## src/hdl/assert_macros.svh

```systemverilog
// Assertion helpers for the RTL files that include them.
// Each macro expects clk and rst_n in scope.
`ifndef ASSERT_MACROS_SVH
`define ASSERT_MACROS_SVH

// Same-cycle implication.
`define CDSO_ASSERT_IMP(label, ante, cons) \
    label: assert property (@(posedge clk) disable iff (!rst_n) (ante) |-> (cons)) \
        else $error("cdso assertion failed");

// Next-cycle implication.
`define CDSO_ASSERT_NXT(label, ante, cons) \
    label: assert property (@(posedge clk) disable iff (!rst_n) (ante) |=> (cons)) \
        else $error("cdso assertion failed");

`endif

```

## src/hdl/cdso_pkg.sv

```systemverilog
package cdso_pkg;

    localparam int MAX_ENTRIES = 128;
    localparam int ENTRY_AW    = $clog2(MAX_ENTRIES);
    localparam int COUNT_W     = ENTRY_AW + 1;

    // Function codes
    localparam logic FUNC_WRITE     = 1'b0;
    localparam logic FUNC_TRANSLATE = 1'b1;

    // Status codes
    localparam logic [1:0] ST_OK        = 2'd0;
    localparam logic [1:0] ST_NOT_FOUND = 2'd1;
    localparam logic [1:0] ST_NO_RAW    = 2'd2;
    localparam logic [1:0] ST_WRITTEN   = 2'd3;

    // Sector size codes
    localparam logic [1:0] SZ_2048 = 2'd0;
    localparam logic [1:0] SZ_2336 = 2'd1;
    localparam logic [1:0] SZ_2352 = 2'd2;
    localparam logic [1:0] SZ_2448 = 2'd3;

    localparam logic [11:0] RAW_BYTES         = 12'd2352;
    localparam logic [11:0] COOKED_BYTES      = 12'd2048;
    localparam logic [4:0]  RAW_HEADER_SKIP   = 5'd16;
    localparam logic [4:0]  MODE2_HEADER_SKIP = 5'd24;

    typedef struct packed {
        logic        func;
        logic [6:0]  entry_index;
        logic [19:0] entry_start;
        logic [31:0] entry_skip;
        logic [1:0]  entry_size_code;
        logic        entry_mode2;
        logic        entry_is_data;
        logic [19:0] sector;
        logic        raw;
    } in_item_t;

    typedef struct packed {
        logic [1:0]  status;
        logic [6:0]  track_number;
        logic [31:0] byte_offset;
        logic [11:0] read_length;
        logic        data_track;
    } out_item_t;

    // One track table entry
    typedef struct packed {
        logic [19:0] start;
        logic [31:0] skip;
        logic [1:0]  size_code;
        logic        mode2;
        logic        is_data;
    } entry_t;

    function automatic logic [11:0] size_bytes(input logic [1:0] code);
        logic [11:0] r;
        case (code)
            SZ_2048: r = 12'd2048;
            SZ_2336: r = 12'd2336;
            SZ_2352: r = 12'd2352;
            SZ_2448: r = 12'd2448;
            default: r = 12'd2048;
        endcase
        return r;
    endfunction

endpackage

```

## src/hdl/cdso_offset.sv

```systemverilog
module cdso_offset (
    input  logic              clk,
    input  logic              rst_n,
    input  logic              start,
    input  cdso_pkg::entry_t  entry,
    input  logic [19:0]       sector,
    input  logic              raw,
    output logic              done,
    output logic [31:0]       offset
);
    import cdso_pkg::*;

    logic [19:0] diff;
    logic [4:0]  adj;
    logic [31:0] prod_reg;
    logic [31:0] base_reg;
    logic [31:0] offset_reg;
    logic        stage1_reg;
    logic        done_reg;

    // Sectors into the track and cooked-read header skip
    always_comb
    begin
        diff = sector - entry.start;
        adj  = 5'd0;
        if (!raw)
        begin
            if (entry.mode2)
            begin
                adj = MODE2_HEADER_SKIP;
            end
            else if (entry.size_code == SZ_2352 || entry.size_code == SZ_2448)
            begin
                adj = RAW_HEADER_SKIP;
            end
        end
    end

    // Stage 1: multiply, stage 2: add
    always_ff @(posedge clk)
    begin
        prod_reg   <= 32'(diff) * 32'(size_bytes(entry.size_code));
        base_reg   <= entry.skip + 32'(adj);
        offset_reg <= prod_reg + base_reg;
    end

    always_ff @(posedge clk or negedge rst_n)
    begin
        if (!rst_n)
        begin
            stage1_reg <= 1'b0;
            done_reg   <= 1'b0;
        end
        else
        begin
            stage1_reg <= start;
            done_reg   <= stage1_reg;
        end
    end

    assign done   = done_reg;
    assign offset = offset_reg;

endmodule

```

## config.mk

```make
export PLATFORM = sky130hd
export DESIGN_NAME = cdso_offset
export DESIGN_NICKNAME = d
export VERILOG_FILES = /design/src/hdl/assert_macros.svh /design/src/hdl/cdso_pkg.sv /design/src/hdl/cdso_offset.sv
export SDC_FILE = /design/constraint.sdc
export NUM_CORES = 1
export LEC_CHECK = 0
export BUFFER_PORTS_ARGS = -buffer_cell sky130_fd_sc_hd__buf_2
export CORE_UTILIZATION = 30
export CTS_CLUSTER_DIAMETER = 60
export CTS_CLUSTER_SIZE = 10
export DETAILED_ROUTE_END_ITERATION = 7
export HOLD_SLACK_MARGIN = 0.02
export PLACE_DENSITY = 0.57
export SYNTH_ARGS = -nofsm -noshare
export SYNTH_HDL_FRONTEND = slang
export SYNTH_SLANG_ARGS = --single-unit
```

## constraint.sdc

```tcl
create_clock -name clk -period 2.7 [get_ports clk]
set_input_delay 0.27 -clock clk [delete_from_list [all_inputs] [get_ports clk]]
set_output_delay 0.27 -clock clk [all_outputs]
set_load 0.01 [all_outputs]
```

* Word-level counts from Yosys, hierarchy flattened *
Cells that the tools add are included.

cells by class
  multiplexer cells = 4
  add/sub/neg operators = 3
  reductions and logical operators = 2
  eq/ne operators = 3
  $mul = 1

operator list
  cell                  number
  $pmux W12 S4          1
  $add A32 B32 Y32      1
  $add A32 B5 Y32       1
  $mul A20 B12 Y32      1
  $sub A20 B20 Y20      1
  $mux W5               3
  $eq A2 B2 Y1 const B  2
  $eq A2 B1 Y1 const B  1
  $logic_not A2 Y1      1
  $logic_or A1 B1 Y1    1

word-level totals
  register bits = 98
  logic and storage cells = 18
  output and inout bits = 33
  input bits = 80

* Longest topological paths before layout *
  depth in word-level cells = 6
  depth in mapped cells = 30
  depth with buffers taken out = 30

* Least setup slack after synthesis *
No wires, ideal clock.

  path type = input to register
  from = input sector[0]
  to = register prod_reg[30]
  slack = -3741 ps
  stages on the path = 30
  data required time = 2628 ps
  path buffers = 0
  arrival time = 6369 ps
  library setup time = 72 ps
  cell sequence = inv_1 ha_1 inv_1 fa_1 a21o_1 a21oi_2 nor2b_1 o311a_1 a21bo_1 a21oi_1 xnor2_1 and2_1 ha_1 inv_1 fa_1 inv_1 fa_1 inv_1 fa_1 inv_1 ha_1 ha_1 and2_1 a221oi_1 o21a_2 a2111oi_2 o41a_1 a211o_1 a21oi_2 xnor2_1

on the way
  cells in the longest elaborated chain, start to end = 2

RTL lines
  item                  RTL line           text
  start, declared       cdso_offset.sv:6   input logic [19:0] sector,
  $sub A20 B20 Y20      cdso_offset.sv:24  diff = sector - entry.start;
  $mul A20 B12 Y32      cdso_offset.sv:42  prod_reg <= 32'(diff) * 32'(size_bytes(entry.size_code));
  end signal, assigned  cdso_offset.sv:42
  end, declared         cdso_offset.sv:15  logic [31:0] prod_reg;

No other way between the ends.

* Worst setup path after layout *
  from = input sector[0]
  to = register prod_reg[28]

Same word-level chain as after synthesis.

==> run metrics <==
outcome finished with violations; failing checks setup timing; PD cells 1330 mW/mm2; non-filler instance count after layout 1705; adder-cell area share of the yosys netlist 35.1%; number of buffers added on ports 111; total gr overflow 0; clock transition at the registers of the reported paths 0.06 ns; Async SR Flop Fraction 2.13%; minimum clock period after layout 5.96 ns; CTS H-tree depth 3; Pleak 6.40 nW; global router's overall resource usage 13.6%; slowest cell on the critical path sky130_fd_sc_hd__fa_1; routability congestion estimate 0.858; setup repair after global routing missed its margin true; area taken by flip-flops and latches 0.00189 mm2; vertical die dimension 175 um; Avg Inst Size Synth 8.85 um2; # rows 63; post-synth cell types 62; startpoint type of the worst setup path input pin; combined area of the multi-input logic cells 0.00735 mm2; required time of the critical path 2.92 ns; class of the worst hold path input pin to flop; slowest cell delay on critical path 0.49 ns; fraction of the mapped netlist area in simple logic gates 13.1%; number of pins exceeding their max-slew limit in the final report 0; Post-Syn Nets 1317; share of synthesized area occupied by flip-flops and latches 21.0%; WL met3 473 um; Die Width 175 um; kind of end point of the critical path flop; combinational family with the most area after synthesis adder cells; area of the placeable core 0.0296 mm2; synthesized flop and latch total 94; worst rel slew slack 64.7%; post-layout util 43.0%; clk_lat worst skew 0.34 ns; Vias 7518; sum of net half-perimeters after detailed placement 17.3 mm; area growth from synthesis to final layout 41.2%; DP Cell Count 1661; topmost layer with routed signal wires met4; count of fill cells added during filler insertion 2934; portion of netlist area occupied by mux cells 0%; WL final 20.4 mm; share of the clock period used by the worst path 221%; Detailed Route Iter0 Violations 198; # setup viols final 24; number of synthesized flops with an enable pin 0; detailed route wirelength on metal2 9.75 mm; maximum clock insertion buffer count 2; xor and xnor area share after synthesis 8.66%; total die area 0.0307 mm2; remaining design rule violation count 0; compound-gate portion of the synthesized area 14.2%; global-route wire length before repair 34.6 mm; number of diodes 0; effective utilization at floorplan 30.4%; fin worst setup slack -3.26 ns; remaining antenna violation count 0; clock tree sinks 94; Vias/cell 4.41; cts bufs inserted 9; synthesized instance count 1017; sum of buffers and inverters on the critical path 8; number of max-cap violations 0; CP delay by family, top adder cells; mean routed wirelength per cell 12.0 um; proportion of layout cells with a drive suffix above 1 34.1%; detailed-routing iteration count for the pre-antenna-repair pass 4; Primary FF master, synth sky130_fd_sc_hd__dfxtp_1; initial antenna violation count 0; start-to-end type of the worst setup path input pin to flop; data arrival time of the critical path 6.19 ns; cell occurring most often along the worst timing path sky130_fd_sc_hd__inv_2; Syn Std Cell Area 0.00900 mm2; Clock Skews 0.00898 ns; slew at the pin with the worst max-slew slack 0.523 ns; Final Hold Viols 0; upper clock frequency limit 168 MHz; sum of routed wire segments on met1 9.97 mm; vias in the first global route 7536; Root Buffer sky130_fd_sc_hd__clkbuf_16; highest fanout seen on the critical path 3; Ports 113; clock tree from TritonCTS done; largest net degree at the start of global routing 21; # nets final 1610; Syn. warnings 0; Worst VDD drop 0.835 mV
[final timing paths]
kind                             startpoint           end  slack (ns)  cells after the start
min in group asynchronous             rst_n    stage1_reg        0.24                      2
worst min-delay path              entry[35]  base_reg[31]        0.11                      2
worst max register to register  base_reg[4]    offset[30]        0.07                     12
max in group asynchronous             rst_n          done        2.37                      2
worst min register to register  base_reg[0]     offset[0]        0.33                      0
worst max-delay path              sector[0]  prod_reg[28]       -3.26                     32
[kinds of logic after synthesis]
| logic type | count (synthesis) |
|---|---|
| xor+xnor | 89 |
| flops | 94 |
| buf+inv | 189 |
| fa+ha+maj | 220 |
| compound gates | 191 |
| simple gates | 234 |
[cell usage in the layout (no fill, tap or decap), drive strengths merged, types with 3 or more instances in the layout]
cell type    synthesis  layout
and2                39      39
and3                 8       8
nand4                6       6
a21oi               55      55
nor2b               19      19
clkinv               1       5
nand2               43      43
xor2                29      29
nor3                 9       9
a21o                35      35
clkbuf              10       9
o31ai                5       5
nand3               21      21
or2                  4       4
a2111oi              4       4
o21ai               27      27
nand2b               4       4
buf                  1     288
fa                  54      54
a211o                4       4
a31oi               11      11
dfxtp               92      92
a211oi               3       3
ha                 166     166
inv                177     179
o21bai              15      15
xnor2               60      60
o21a                 8       8
o211ai               3       3
dlygate4sd3          0       5
o2111ai              3       3
and4                 6       6
nor2                69      69
[power breakdown]
part,internal [mW],total (mW),switching (mW)
clock,0.627,1.16,0.536
combinational,7.15,13.6,6.47
sequential,1.96,2.10,0.135
total,9.74,16.9,7.14
[layer usage]
metal	vias to the layer above	global-route usage, %
met2	99	23.7
met5	-	0
met3	12	1.61
met1	3437	17.8
met4	0	3.26
li1	3970	-
[worst reg2reg max path, stage by stage (launching register included)]
cell and delay, ns:
sky130_fd_sc_hd__dfxtp_2 0.34, sky130_fd_sc_hd__ha_4 0.14, sky130_fd_sc_hd__inv_2 0.04, sky130_fd_sc_hd__fa_2 0.37, sky130_fd_sc_hd__nor2b_2 0.14, sky130_fd_sc_hd__o21ai_2 0.08, sky130_fd_sc_hd__a211o_1 0.29, sky130_fd_sc_hd__a21oi_2 0.20
sky130_fd_sc_hd__o31ai_2 0.10, sky130_fd_sc_hd__a2111oi_2 0.41, sky130_fd_sc_hd__buf_4 0.20, sky130_fd_sc_hd__o21a_1 0.12, sky130_fd_sc_hd__xor2_1 0.13
[timing repair]
item                                    4_1_cts  5_1_grt
resized for setup                            66       65
buffers inserted                             13       13
hold endpoints to repair                      6        0
hold buffers                                  5        0
pin swaps                                    79       64
endpoints found under the setup margin       32       36
[per-stage QoR]
step                      TNS (ns)  power (mW)  setup slack (ns)  area, um2  hold WS, ns
after floorplan             -57.97        10.1             -3.41       9420      -0.0256
after global placement      -74.51        13.9             -3.75      11600       0.0569
after detailed placement    -76.25        13.9             -3.84      11600       0.0600
after CTS                   -61.21        16.3             -3.32      12300        0.100
after global routing        -65.65        18.6             -3.57      12700        0.113
final                       -59.98        16.9             -3.26      12700        0.110
[layout make-up]
type                    count  share of cell area [%]
repair buffers            293                    15.9
clock buffers               9                    1.77
well taps                 390                    3.84
flip-flops and latches     94                    14.9
clock inverters             7                   0.384
multi-input cells         734                    57.8
inverters                 178                    5.38
[cells in the mapped netlist (5+ instances only)]
master | count | area share [%]
sky130_fd_sc_hd__and2_1 | 39 | 2.7
sky130_fd_sc_hd__o21ai_1 | 14 | 0.78
sky130_fd_sc_hd__ha_1 | 166 | 23
sky130_fd_sc_hd__a21o_1 | 35 | 2.9
sky130_fd_sc_hd__a21oi_1 | 53 | 2.9
sky130_fd_sc_hd__xor2_1 | 29 | 2.8
sky130_fd_sc_hd__nand4_1 | 6 | 0.42
sky130_fd_sc_hd__o21bai_1 | 15 | 1.3
sky130_fd_sc_hd__fa_1 | 54 | 12
sky130_fd_sc_hd__dfxtp_1 | 92 | 20
sky130_fd_sc_hd__o21ai_0 | 13 | 0.72
sky130_fd_sc_hd__nor2_1 | 69 | 2.9
sky130_fd_sc_hd__and4_1 | 6 | 0.58
sky130_fd_sc_hd__clkbuf_1 | 10 | 0.42
sky130_fd_sc_hd__xnor2_1 | 60 | 5.8
sky130_fd_sc_hd__inv_1 | 175 | 7.3
sky130_fd_sc_hd__and3_1 | 8 | 0.56
sky130_fd_sc_hd__nand2_1 | 43 | 1.8
sky130_fd_sc_hd__a31oi_1 | 11 | 0.76
sky130_fd_sc_hd__nor2b_1 | 19 | 1.3
sky130_fd_sc_hd__o31ai_1 | 5 | 0.42
sky130_fd_sc_hd__o21a_1 | 7 | 0.58
sky130_fd_sc_hd__nor3_1 | 9 | 0.50
sky130_fd_sc_hd__nand3_1 | 21 | 1.2
Note: power is estimated with default switching activity, not from simulation.
